==> src/hw/rtl/i2a_pkg.sv <==
// Shared types, codes and character helpers for the integer to ASCII formatter.
package i2a_pkg;

  localparam int VALUE_W  = 64;
  localparam int ACTION_W = 2;
  localparam int CHAR_W   = 8;
  localparam int NIL_LEN  = 5;

  localparam logic [ACTION_W-1:0] ACT_DEC    = 2'd0;
  localparam logic [ACTION_W-1:0] ACT_HEX_LO = 2'd1;
  localparam logic [ACTION_W-1:0] ACT_HEX_UP = 2'd2;
  localparam logic [ACTION_W-1:0] ACT_PTR    = 2'd3;

  localparam logic [CHAR_W-1:0] CH_ZERO = 8'h30;
  localparam logic [CHAR_W-1:0] CH_X    = 8'h78;
  localparam logic [CHAR_W-1:0] CH_A_LO = 8'h61;
  localparam logic [CHAR_W-1:0] CH_A_UP = 8'h41;

  typedef enum logic [2:0] {
    KIND_DEC,
    KIND_HEX_LO,
    KIND_HEX_UP,
    KIND_PTR,
    KIND_NIL,
    KIND_ZERO
  } kind_t;

  localparam int KIND_W = $bits(kind_t);

  typedef enum logic [2:0] {
    ST_IDLE,
    ST_DABBLE,
    ST_DIGITS,
    ST_PFX0,
    ST_PFXX,
    ST_NIL,
    ST_ZERO
  } state_t;

  function automatic int dec_digits(int bits);
    return (bits * 30103) / 100000 + 1;
  endfunction

  function automatic int hex_digits(int bits);
    return (bits + 3) / 4;
  endfunction

  function automatic int max2(int a, int b);
    return (a > b) ? a : b;
  endfunction

  function automatic logic [CHAR_W-1:0] hex_char(logic [3:0] d, logic upper);
    logic [CHAR_W-1:0] base;
    base = upper ? CH_A_UP : CH_A_LO;
    if (d <= 4'd9) begin
      return CH_ZERO + {4'h0, d};
    end else begin
      return base + {4'h0, d} - 8'd10;
    end
  endfunction

  function automatic logic [CHAR_W-1:0] nil_char(logic [2:0] i);
    logic [CHAR_W-1:0] c;
    unique case (i)
      3'd0:    c = 8'h28;
      3'd1:    c = 8'h6e;
      3'd2:    c = 8'h69;
      3'd3:    c = 8'h6c;
      default: c = 8'h29;
    endcase
    return c;
  endfunction

endpackage

==> src/hw/rtl/integer_to_ascii_formatter.sv <==
// Top level of the integer to ASCII formatter.
// Each input item is a value and a format code; the block sends its text one character per
// output item, most significant digit first, leading zeros suppressed, with tlast on the final
// character. A two-entry queue lets the input side take items while text is still going out.
// The character engine handles one item at a time, taking it from the queue while idle, then:
// decimal runs NUMBER_BITS shift steps of shift-and-add-3 conversion, then steps through each
// decimal digit position; hex steps through each nibble position; pointer sends a "0x" prefix
// and then steps through each nibble position; "(nil)" is sent character by character; a lone
// zero is a single character. Character output waits while the output is stalled.
module integer_to_ascii_formatter #(
  parameter int NUMBER_BITS  = 32,
  parameter int POINTER_BITS = 64
) (
  input  logic                          clk,
  input  logic                          rst,
  input  logic                          s_tvalid,
  output logic                          s_tready,
  input  logic [i2a_pkg::ACTION_W-1:0]  s_tuser,   // [1:0] action
  input  logic [i2a_pkg::VALUE_W-1:0]   s_tdata,   // [63:0] value
  output logic                          m_tvalid,
  input  logic                          m_tready,
  output logic [i2a_pkg::CHAR_W-1:0]    m_tdata,   // [7:0] out_char
  output logic                          m_tlast
);
  import i2a_pkg::*;

  localparam int VAL_W = 4 * max2(hex_digits(NUMBER_BITS), hex_digits(POINTER_BITS));
  localparam int Q_W   = KIND_W + VAL_W;

  logic           q_wr;
  logic           q_rd;
  logic           q_full;
  logic           q_empty;
  logic [Q_W-1:0] q_wdata;
  logic [Q_W-1:0] q_rdata;

  i2a_front #(
    .NUMBER_BITS  (NUMBER_BITS),
    .POINTER_BITS (POINTER_BITS),
    .VAL_W        (VAL_W)
  ) u_front (
    .s_tvalid (s_tvalid),
    .s_tready (s_tready),
    .s_tuser  (s_tuser),
    .s_tdata  (s_tdata),
    .q_full   (q_full),
    .q_wr     (q_wr),
    .q_data   (q_wdata)
  );

  i2a_fifo #(
    .W (Q_W)
  ) u_fifo (
    .clk   (clk),
    .rst   (rst),
    .wr    (q_wr),
    .wdata (q_wdata),
    .rd    (q_rd),
    .rdata (q_rdata),
    .full  (q_full),
    .empty (q_empty)
  );

  i2a_back #(
    .NUMBER_BITS  (NUMBER_BITS),
    .POINTER_BITS (POINTER_BITS),
    .VAL_W        (VAL_W)
  ) u_back (
    .clk      (clk),
    .rst      (rst),
    .q_empty  (q_empty),
    .q_data   (q_rdata),
    .q_rd     (q_rd),
    .m_tvalid (m_tvalid),
    .m_tready (m_tready),
    .m_tdata  (m_tdata),
    .m_tlast  (m_tlast)
  );

endmodule

==> src/hw/rtl/i2a_fifo.sv <==
// Two-entry queue between the classifying front end and the character back end.
module i2a_fifo #(
  parameter int W = 8
) (
  input  logic         clk,
  input  logic         rst,
  input  logic         wr,
  input  logic [W-1:0] wdata,
  input  logic         rd,
  output logic [W-1:0] rdata,
  output logic         full,
  output logic         empty
);

  logic [W-1:0] mem [2];
  logic         wptr;
  logic         rptr;
  logic [1:0]   count;

  assign full  = (count == 2'd2);
  assign empty = (count == 2'd0);
  assign rdata = mem[rptr];

  always_ff @(posedge clk) begin
    if (wr) begin
      mem[wptr] <= wdata;
    end
  end

  always_ff @(posedge clk) begin
    if (rst) begin
      wptr  <= 1'b0;
      rptr  <= 1'b0;
      count <= 2'd0;
    end else begin
      if (wr) begin
        wptr <= ~wptr;
      end
      if (rd) begin
        rptr <= ~rptr;
      end
      count <= count + {1'b0, wr} - {1'b0, rd};
    end
  end

endmodule

==> src/hw/rtl/i2a_front.sv <==
// Front end: accepts items, masks the value to its format width and classifies it.
module i2a_front #(
  parameter int NUMBER_BITS  = 32,
  parameter int POINTER_BITS = 64,
  parameter int VAL_W        = 64
) (
  input  logic                          s_tvalid,
  output logic                          s_tready,
  input  logic [i2a_pkg::ACTION_W-1:0]  s_tuser,
  input  logic [i2a_pkg::VALUE_W-1:0]   s_tdata,
  input  logic                          q_full,
  output logic                          q_wr,
  output logic [i2a_pkg::KIND_W+VAL_W-1:0] q_data
);
  import i2a_pkg::*;

  logic [VAL_W-1:0] num_val;
  logic [VAL_W-1:0] ptr_val;
  logic [VAL_W-1:0] val;
  kind_t            kind;

  assign s_tready = ~q_full;
  assign q_wr     = s_tvalid & ~q_full;

  assign num_val = VAL_W'(s_tdata[NUMBER_BITS-1:0]);
  assign ptr_val = VAL_W'(s_tdata[POINTER_BITS-1:0]);

  always_comb begin
    val  = num_val;
    kind = KIND_DEC;
    unique case (s_tuser)
      ACT_PTR: begin
        val  = ptr_val;
        kind = (ptr_val == '0) ? KIND_NIL : KIND_PTR;
      end
      ACT_HEX_LO: kind = (num_val == '0) ? KIND_ZERO : KIND_HEX_LO;
      ACT_HEX_UP: kind = (num_val == '0) ? KIND_ZERO : KIND_HEX_UP;
      default:    kind = (num_val == '0) ? KIND_ZERO : KIND_DEC;
    endcase
  end

  assign q_data = {kind, val};

endmodule

==> src/hw/rtl/i2a_back.sv <==
// Back end: converts one queued item to characters and drives the output register.
module i2a_back #(
  parameter int NUMBER_BITS  = 32,
  parameter int POINTER_BITS = 64,
  parameter int VAL_W        = 64
) (
  input  logic                             clk,
  input  logic                             rst,
  input  logic                             q_empty,
  input  logic [i2a_pkg::KIND_W+VAL_W-1:0] q_data,
  output logic                             q_rd,
  output logic                             m_tvalid,
  input  logic                             m_tready,
  output logic [i2a_pkg::CHAR_W-1:0]       m_tdata,
  output logic                             m_tlast
);
  import i2a_pkg::*;

  localparam int DEC_N  = dec_digits(NUMBER_BITS);
  localparam int HEX_N  = hex_digits(NUMBER_BITS);
  localparam int PTR_N  = hex_digits(POINTER_BITS);
  localparam int MAX_N  = max2(max2(DEC_N, HEX_N), max2(PTR_N, NIL_LEN));
  localparam int IDX_W  = $clog2(MAX_N);
  localparam int CNT_W  = $clog2(NUMBER_BITS);
  localparam int BCD_W  = 4 * DEC_N;

  localparam logic [IDX_W-1:0] DEC_TOP = IDX_W'(DEC_N - 1);
  localparam logic [IDX_W-1:0] HEX_TOP = IDX_W'(HEX_N - 1);
  localparam logic [IDX_W-1:0] PTR_TOP = IDX_W'(PTR_N - 1);
  localparam logic [IDX_W-1:0] NIL_TOP = IDX_W'(NIL_LEN - 1);
  localparam logic [CNT_W-1:0] CNT_TOP = CNT_W'(NUMBER_BITS - 1);

  state_t                 state, state_next;
  logic                   is_dec, is_dec_next;
  logic                   upper, upper_next;
  logic                   started, started_next;
  logic [IDX_W-1:0]       idx, idx_next;
  logic [CNT_W-1:0]       cnt, cnt_next;
  logic [VAL_W-1:0]       val, val_next;
  logic [BCD_W-1:0]       bcd, bcd_next;
  logic [NUMBER_BITS-1:0] bin, bin_next;

  kind_t            q_kind;
  logic [VAL_W-1:0] q_val;
  logic [BCD_W-1:0] bcd_adj;
  logic [3:0]       digit;
  logic             slot_free;
  logic             emit;
  logic [CHAR_W-1:0] emit_char;
  logic             emit_last;

  assign q_kind    = kind_t'(q_data[KIND_W+VAL_W-1:VAL_W]);
  assign q_val     = q_data[VAL_W-1:0];
  assign slot_free = ~m_tvalid | m_tready;
  assign digit     = is_dec ? bcd[{idx, 2'b00} +: 4] : val[{idx, 2'b00} +: 4];

  always_comb begin
    for (int i = 0; i < DEC_N; i++) begin
      bcd_adj[4*i +: 4] = (bcd[4*i +: 4] >= 4'd5) ? bcd[4*i +: 4] + 4'd3 : bcd[4*i +: 4];
    end
  end

  always_comb begin
    state_next   = state;
    is_dec_next  = is_dec;
    upper_next   = upper;
    started_next = started;
    idx_next     = idx;
    cnt_next     = cnt;
    val_next     = val;
    bcd_next     = bcd;
    bin_next     = bin;
    q_rd         = 1'b0;
    emit         = 1'b0;
    emit_char    = CH_ZERO;
    emit_last    = 1'b0;
    unique case (state)
      ST_IDLE: begin
        if (!q_empty) begin
          q_rd         = 1'b1;
          val_next     = q_val;
          started_next = 1'b0;
          is_dec_next  = 1'b0;
          upper_next   = 1'b0;
          unique case (q_kind)
            KIND_DEC: begin
              bin_next    = q_val[NUMBER_BITS-1:0];
              bcd_next    = '0;
              cnt_next    = '0;
              is_dec_next = 1'b1;
              idx_next    = DEC_TOP;
              state_next  = ST_DABBLE;
            end
            KIND_HEX_LO: begin
              idx_next   = HEX_TOP;
              state_next = ST_DIGITS;
            end
            KIND_HEX_UP: begin
              idx_next   = HEX_TOP;
              upper_next = 1'b1;
              state_next = ST_DIGITS;
            end
            KIND_PTR: begin
              idx_next   = PTR_TOP;
              state_next = ST_PFX0;
            end
            KIND_NIL: begin
              idx_next   = '0;
              state_next = ST_NIL;
            end
            default: state_next = ST_ZERO;
          endcase
        end
      end
      ST_DABBLE: begin
        bcd_next = {bcd_adj[BCD_W-2:0], bin[NUMBER_BITS-1]};
        bin_next = bin << 1;
        cnt_next = cnt + 1'b1;
        if (cnt == CNT_TOP) begin
          state_next = ST_DIGITS;
        end
      end
      ST_DIGITS: begin
        if (slot_free) begin
          if (digit != 4'd0 || started || idx == '0) begin
            emit         = 1'b1;
            emit_char    = is_dec ? CH_ZERO + {4'h0, digit} : hex_char(digit, upper);
            emit_last    = (idx == '0);
            started_next = 1'b1;
          end
          if (idx == '0) begin
            state_next = ST_IDLE;
          end else begin
            idx_next = idx - 1'b1;
          end
        end
      end
      ST_PFX0: begin
        if (slot_free) begin
          emit       = 1'b1;
          emit_char  = CH_ZERO;
          state_next = ST_PFXX;
        end
      end
      ST_PFXX: begin
        if (slot_free) begin
          emit       = 1'b1;
          emit_char  = CH_X;
          state_next = ST_DIGITS;
        end
      end
      ST_NIL: begin
        if (slot_free) begin
          emit      = 1'b1;
          emit_char = nil_char(3'(idx));
          emit_last = (idx == NIL_TOP);
          if (idx == NIL_TOP) begin
            state_next = ST_IDLE;
          end else begin
            idx_next = idx + 1'b1;
          end
        end
      end
      ST_ZERO: begin
        if (slot_free) begin
          emit       = 1'b1;
          emit_char  = CH_ZERO;
          emit_last  = 1'b1;
          state_next = ST_IDLE;
        end
      end
      default: state_next = ST_IDLE;
    endcase
  end

  always_ff @(posedge clk) begin
    if (rst) begin
      state <= ST_IDLE;
    end else begin
      state <= state_next;
    end
  end

  always_ff @(posedge clk) begin
    is_dec  <= is_dec_next;
    upper   <= upper_next;
    started <= started_next;
    idx     <= idx_next;
    cnt     <= cnt_next;
    val     <= val_next;
    bcd     <= bcd_next;
    bin     <= bin_next;
  end

  always_ff @(posedge clk) begin
    if (rst) begin
      m_tvalid <= 1'b0;
    end else if (emit) begin
      m_tvalid <= 1'b1;
    end else if (m_tready) begin
      m_tvalid <= 1'b0;
    end
  end

  always_ff @(posedge clk) begin
    if (emit) begin
      m_tdata <= emit_char;
      m_tlast <= emit_last;
    end
  end

endmodule
==> config.mk <==
export PLATFORM = sky130hd
export DESIGN_NAME = integer_to_ascii_formatter
export DESIGN_NICKNAME = d
export VERILOG_FILES = /design/src/hw/rtl/i2a_pkg.sv /design/src/hw/rtl/integer_to_ascii_formatter.sv /design/src/hw/rtl/i2a_fifo.sv /design/src/hw/rtl/i2a_front.sv /design/src/hw/rtl/i2a_back.sv
export SDC_FILE = /design/constraint.sdc
export NUM_CORES = 1
export LEC_CHECK = 0
export ABC_AREA = 0
export BUFFER_PORTS_ARGS = -buffer_cell sky130_fd_sc_hd__buf_2
export CORE_MARGIN = 2
export CORE_UTILIZATION = 45
export DETAILED_ROUTE_END_ITERATION = 6
export GPL_ROUTABILITY_DRIVEN = 0
export HOLD_SLACK_MARGIN = 0.15
export PLACE_DENSITY = 0.63
export SYNTH_ARGS = -nofsm -noshare
export SYNTH_HDL_FRONTEND = slang
export SYNTH_SLANG_ARGS = --single-unit
==> constraint.sdc <==
create_clock -name clk -period 19.3 [get_ports clk]
set_input_delay 4.825 -clock clk [delete_from_list [all_inputs] [get_ports clk]]
set_output_delay 4.825 -clock clk [all_outputs]
set_load 0.05 [all_outputs]
# Word-level counts from Yosys, hierarchy flattened
# Memory sizes are Yosys's and may differ from the RTL's. A register that Yosys moved wholly into a read port is not among the register bits.
# Cells that the tools add are included.
[totals]
regBits = 165
mem_bits_rw = 134
in_bits = 70
output_inout_bits = 11
word_cells = 183
n_memories = 1
[memory_table]
columns = ["name", "depth", "width", "read_ports", "rd_ports_with_merged_regs", "write_ports", "line", "source"]
rows = [
  ["u_fifo.mem", 2, 67, 1, 1, 1, "i2a_fifo.sv:15", "logic [W-1:0] mem [2];"],
]
[classes]
addsub = 18
n_lt_le_gt_ge = 11
eq_ne = 33
shifts = 2
n_mux = 75
bitwise = 7
n_reduce_logical = 21
[op_table]
columns = ["cell", "count"]
rows = [
  ["zero test 64 bit", 2],
  ["2-to-1 mux 40 bit", 2],
  ["one-hot mux 40 bit (2 select lines)", 1],
  ["2-to-1 mux 32 bit", 2],
  ["2-to-1 mux 64 bit", 1],
  ["one-hot mux 32 bit (2 select lines)", 1],
  ["variable part select 64 x 7 -> 4 bit", 1],
  ["2-to-1 mux 4 bit", 15],
  ["2-to-1 mux 3 bit", 14],
  [">= comparator 4 x 3 -> 1 bit (second input constant)", 10],
  ["2-to-1 mux 8 bit", 5],
  ["variable part select 40 x 7 -> 4 bit", 1],
  ["adder 4 x 2 -> 4 bit (second input constant)", 9],
  ["one-hot mux 7 bit (4 select lines)", 1],
  ["one-hot mux 8 bit (3 select lines)", 1],
  ["one-hot mux 3 bit (7 select lines)", 1],
  ["2-to-1 mux 1 bit", 19],
  ["== test 3 x 2 -> 1 bit (second input constant)", 6],
  ["inequality test 2 x 1 -> 1 bit (second input constant)", 9],
  ["one-hot mux 4 bit (4 select lines)", 1],
  ["== test 3 bit (second input constant)", 4],
  ["one-hot mux 3 bit (4 select lines)", 1],
  ["one-hot mux 4 bit (3 select lines)", 1],
  ["2-to-1 mux 5 bit", 2],
  ["40 further kinds", 57],
]

# Logic depth before layout (Yosys ltp)
[logic_depth]
ltp_word = 9
mapped_depth = 14
ltp_nobuf = 11

# Modules after synthesis
# A second synthesis with hierarchy kept.
[hier_totals]
hier_cells = 1008
area_unflattened_um2 = 13830.8
[by_module_without_submodules]
columns = ["module", "n_inst", "cells_per_inst", "area_per_inst_um2", "seq_area_each_um2"]
rows = [
  ["i2a_back", 1, 678, 8002.7, 4764.6],
  ["i2a_fifo", 1, 229, 5163.7, 4124.0],
  ["i2a_front", 1, 101, 664.4, 0.0],
]

# Worst setup path before layout
# Ideal clock, no wire load.
[synth_timing]
kind = "reg2reg"
from = "register u_back.state[0]"
to = "register u_back.bcd[0], enable pin"
setup_ps = 437
arrival_time_ps = 9515
required_time_ps = 18863
slack_ps = 9348
path_stages_with_launch = 4
path_buffers = 0
period_less_slack_ps = 9952
path_cell_list = "dfxtp_1 -> nor4_1 -> o31ai_1 -> nand2_1"
[synth_between]
elab_chain_cells = 3
elab_cells_between_ends = 6
cone_classes = "eq/ne: 3; reduce/logical: 3"
[synth_lines]
columns = ["item", "line", "source"]
rows = [
  ["start: declaration", "i2a_back.sv:33", "state_t state, state_next;"],
  ["start signal: assignment", "i2a_back.sv:180", "state <= state_next;"],
  ["zero test 3 bit / == test 3 x 1 -> 1 bit (equally long branches)", "i2a_back.sv:77", "unique case (state)"],
  ["inequality test 2 bit (no source line) / nonzero test 2 bit (equally long branches)", "n/a", ""],
  ["AND reduction 3 bit (no source line) (*)", "n/a", ""],
  ["end signal: assignment", "i2a_back.sv:191", "bcd <= bcd_next;"],
  ["end: declaration", "i2a_back.sv:40", "logic [BCD_W-1:0] bcd, bcd_next;"],
]
# Mark *: on every way between the ends. The rest lies on a longest branch, timed or not.
# A chain may end at the register's enable or synchronous reset.

# Worst setup path in the final report
[layout_timing]
from = "register u_fifo.count[0]"
to = "output port s_tready"
[layout_between]
elab_chain_cells = 2
[layout_lines]
columns = ["item", "line", "source"]
rows = [
  ["start: declaration", "i2a_fifo.sv:18", "logic [1:0] count;"],
  ["start signal: assignment", "i2a_fifo.sv:42", "count <= count + {1'b0, wr} - {1'b0, rd};"],
  ["== test 2 bit", "i2a_fifo.sv:20", "assign full = (count == 2'd2);"],
  ["NOT 1 bit", "i2a_front.sv:22", "assign s_tready = ~q_full;"],
  ["end: declaration", "integer_to_ascii_formatter.sv:17", "output logic s_tready,"],
]
# No other way between the ends.

==> impl_metrics.toml <==
[synth]
synth_fp_nets = 1042
synth_edf_count = 290
synth.area.top_cells = "edfxtp_1 (64%), mux2_2 (8.8%), ha_1 (2.7%)"
postSynthAreaPerCell_um2 = 14.4
synth_top_area_frac = 0.640
yosys.area.top_type = "edfxtp_1"
synth-async-reset-ratio = 0
ys_ff_latch = 299
yosysSeqAreaShare = 0.653
netlist-cell-type-count = 67
synth_area_um2 = 13600
yosysWarnings = 0
syn-instance-count = 942
synth_ff_type = "edfxtp_1"

[worst_setup_path]
worst-path-buf-inv = 1
rr_worst_depth = 12
slowest_stage = "dfxtp_1"
r2r-end = "u_back.m_tdata[5]"
crit_end = "s_tready"
slowest_delay_ps = 340
ff2ff_setup_slack_ps = 15220
r2r-start = "u_back.is_dec"
critPathCaptureType = "primary output"
crit_chain = "nand2b_1 -> buf_2"
path_max_fanout = 3
startpoint_type = "register"
cp.arrival_ps = 1310
path_delay_family = "flip-flops"
cp_num_cells = 2
critical_path_class = "register to primary output"
crit_required_ps = 14480
setup.worst_path.start = "u_fifo.count[0]"

[cts]
h-tree-depth = 1
path_clk_slew_ps = 60
root_buffer = "clkbuf_16"
cts_inserted_buffers = 30
clk_latency_ps = 560
post_cts_buffers = 0
clock-sinks = 299
hold_buffers = 0
clockBufferDepth = 3
cts_tree = "built"
post_cts_resized = 0

[floorplanning]
die_h_um = 178
rows = 63
fp.coreArea_um2 = 29700
io_pins = 81
die_w_um = 178
start_util = 0.458
dieArea_um2 = 31600

[grt]
grt_pass1_wl_um = 42000
grtUsageMet2 = 0.256
met1_usage = 0.259
grt_max_degree = 78
grt_overflow_total = 0
grt-busiest-layer = "met1"
grt_use_total = 0.170
grt.met3_usage = 0.0257
first_global_vias = 7612
antenna_found_initial = 0

[routing]
wirelength_um = 26500
routed-via-count = 7719
via_per_inst = 5.39
wl_per_cell_um = 18.5
firstDrtPassIters = 5
ant_nets = 0
drcViolationCount = 0
drt_iter0_markers = 681

[pwr]
p_leak_nw = 5.55
total_power_mw = 2.55
vdd_drop_max_uv = 92.5
powerDensity_nw_per_um2 = 167

[cells_and_area]
diodes = 0
seq_area_um2 = 8890
fillers = 2508
multiInputGateArea_um2 = 4390
final_cell_mix = "edfxtp_1 (290), mux2_2 (106), buf_2 (79)"
nets = 1118
drive_above_1_share = 0.246
layout_commonest_cell = "edfxtp_1"
area_growth_pct = 12.4

[timing]
tightest_slew_ps = 1060
rsz0062_at_grt = "false"
tns_ps = 0
slew_viol_final = 0
fmax_ghz = 0.163
period_minus_slack_ps = 6140
setup_viol = 0
fin_crit_sh = 0.318
skew_ps = 17.1
slew_headroom = 0.294
final-hold-violation-count = 0

[flow_run]
cap_violations = 0

[placement]
dp_hpwl_um = 17100
io_buffers = 79

[status]
outcome = "finished clean"

[min_path]
holdCritPathClass = "register to register"
==> metal layers <==
metal	vias to the layer above	share of wire
met2	170	0.45
met1	3785	0.49
met5	-	0
li1	3727	-
met3	37	0.050
met4	0	0.018
==> metrics by stage <==
step                hold WS (ps)  utilization  worst slack, ps  instance area [um^2]  std cells
floorplan                    481            -             9350                 13600        942
global placement             495        0.482            12670                 14300       1376
finish                       518        0.515            13160                 15300       1431
global route                 556        0.515            13090                 15300       1431
detailed placement           504        0.482            12660                 14300       1376
CTS                          526        0.515            13130                 15300       1431
==> power breakdown <==
| group | total, mW | switching, mW | internal (mW) | leakage (nW) |
|---|---|---|---|---|
| clock | 0.570 | 0.238 | 0.332 | 0.473 |
| sequential | 1.14 | 0.127 | 1.01 | 2.82 |
| combinational | 0.844 | 0.515 | 0.329 | 2.26 |
==> cells in the mapped netlist, drive strengths merged (4+ instances only) <==
| cell | n |
|---|---|
| a21oi | 48 |
| a31oi | 5 |
| and3 | 39 |
| buf | 13 |
| clkbuf | 29 |
| dfxtp | 9 |
| edfxtp | 290 |
| ha | 29 |
| inv | 31 |
| mux2 | 106 |
| mux2i | 29 |
| mux4 | 8 |
| nand2 | 44 |
| nand2b | 18 |
| nand3 | 8 |
| nand4 | 6 |
| nor2 | 69 |
| nor2b | 7 |
| nor3 | 16 |
| nor4 | 18 |
| o21ai | 21 |
| o22ai | 7 |
| o31ai | 6 |
| or2 | 4 |
| xnor2 | 17 |
| xor2 | 13 |
==> logic make-up after synthesis <==
kind of cell / synth area share
DFF: 0.653
other: 0.000276
AOI/OAI and AO/OA: 0.0571
xor gates and xnor gates: 0.0193
and+or+nand+nor: 0.0925
adders and majority gates: 0.0281
buffers and inverters: 0.0261
muxes: 0.123
==> tightest hold or removal path, cell delays in order (launching register included) <==
cell	delay (ps)
dfxtp_1	320
xnor2_1	80
nor2_1	80
==> sequential cells by signal, indices dropped and copies added (netlist names), 2 cells and up, named ones only <==
signal,cells
u_back.bcd,40
u_back.bin,32
u_back.cnt,5
u_back.idx,4
u_back.m_tdata,7
u_back.state,3
u_back.val,64
u_fifo.count,2
u_fifo.mem,134
==> worst min path at each step <==
stage,depth (start not counted),start,slack [ps],endpoint
2_1_floorplan,2,u_fifo.rptr,480,register
3_3_place_gp,2,u_fifo.rptr,500,u_fifo.rptr
3_5_place_dp,2,u_fifo.rptr,500,register
4_1_cts,2,u_fifo.rptr,530,u_fifo.rptr
5_1_grt,2,u_fifo.rptr,560,u_fifo.rptr
6_report,2,u_fifo.rptr,520,u_fifo.rptr
==> cell type report <==
| class | count | area share |
|---|---|---|
| Sequential cell | 299 | 0.581 |
| Multi-Input combinational cell | 569 | 0.287 |
| Clock buffer | 37 | 0.0522 |
| Tap cell | 390 | 0.0319 |
| Timing Repair Buffer | 86 | 0.0293 |
| Clock inverter | 18 | 0.0110 |
| Inverter | 32 | 0.00785 |
No activity file was read; power rests on OpenSTA's default activity.
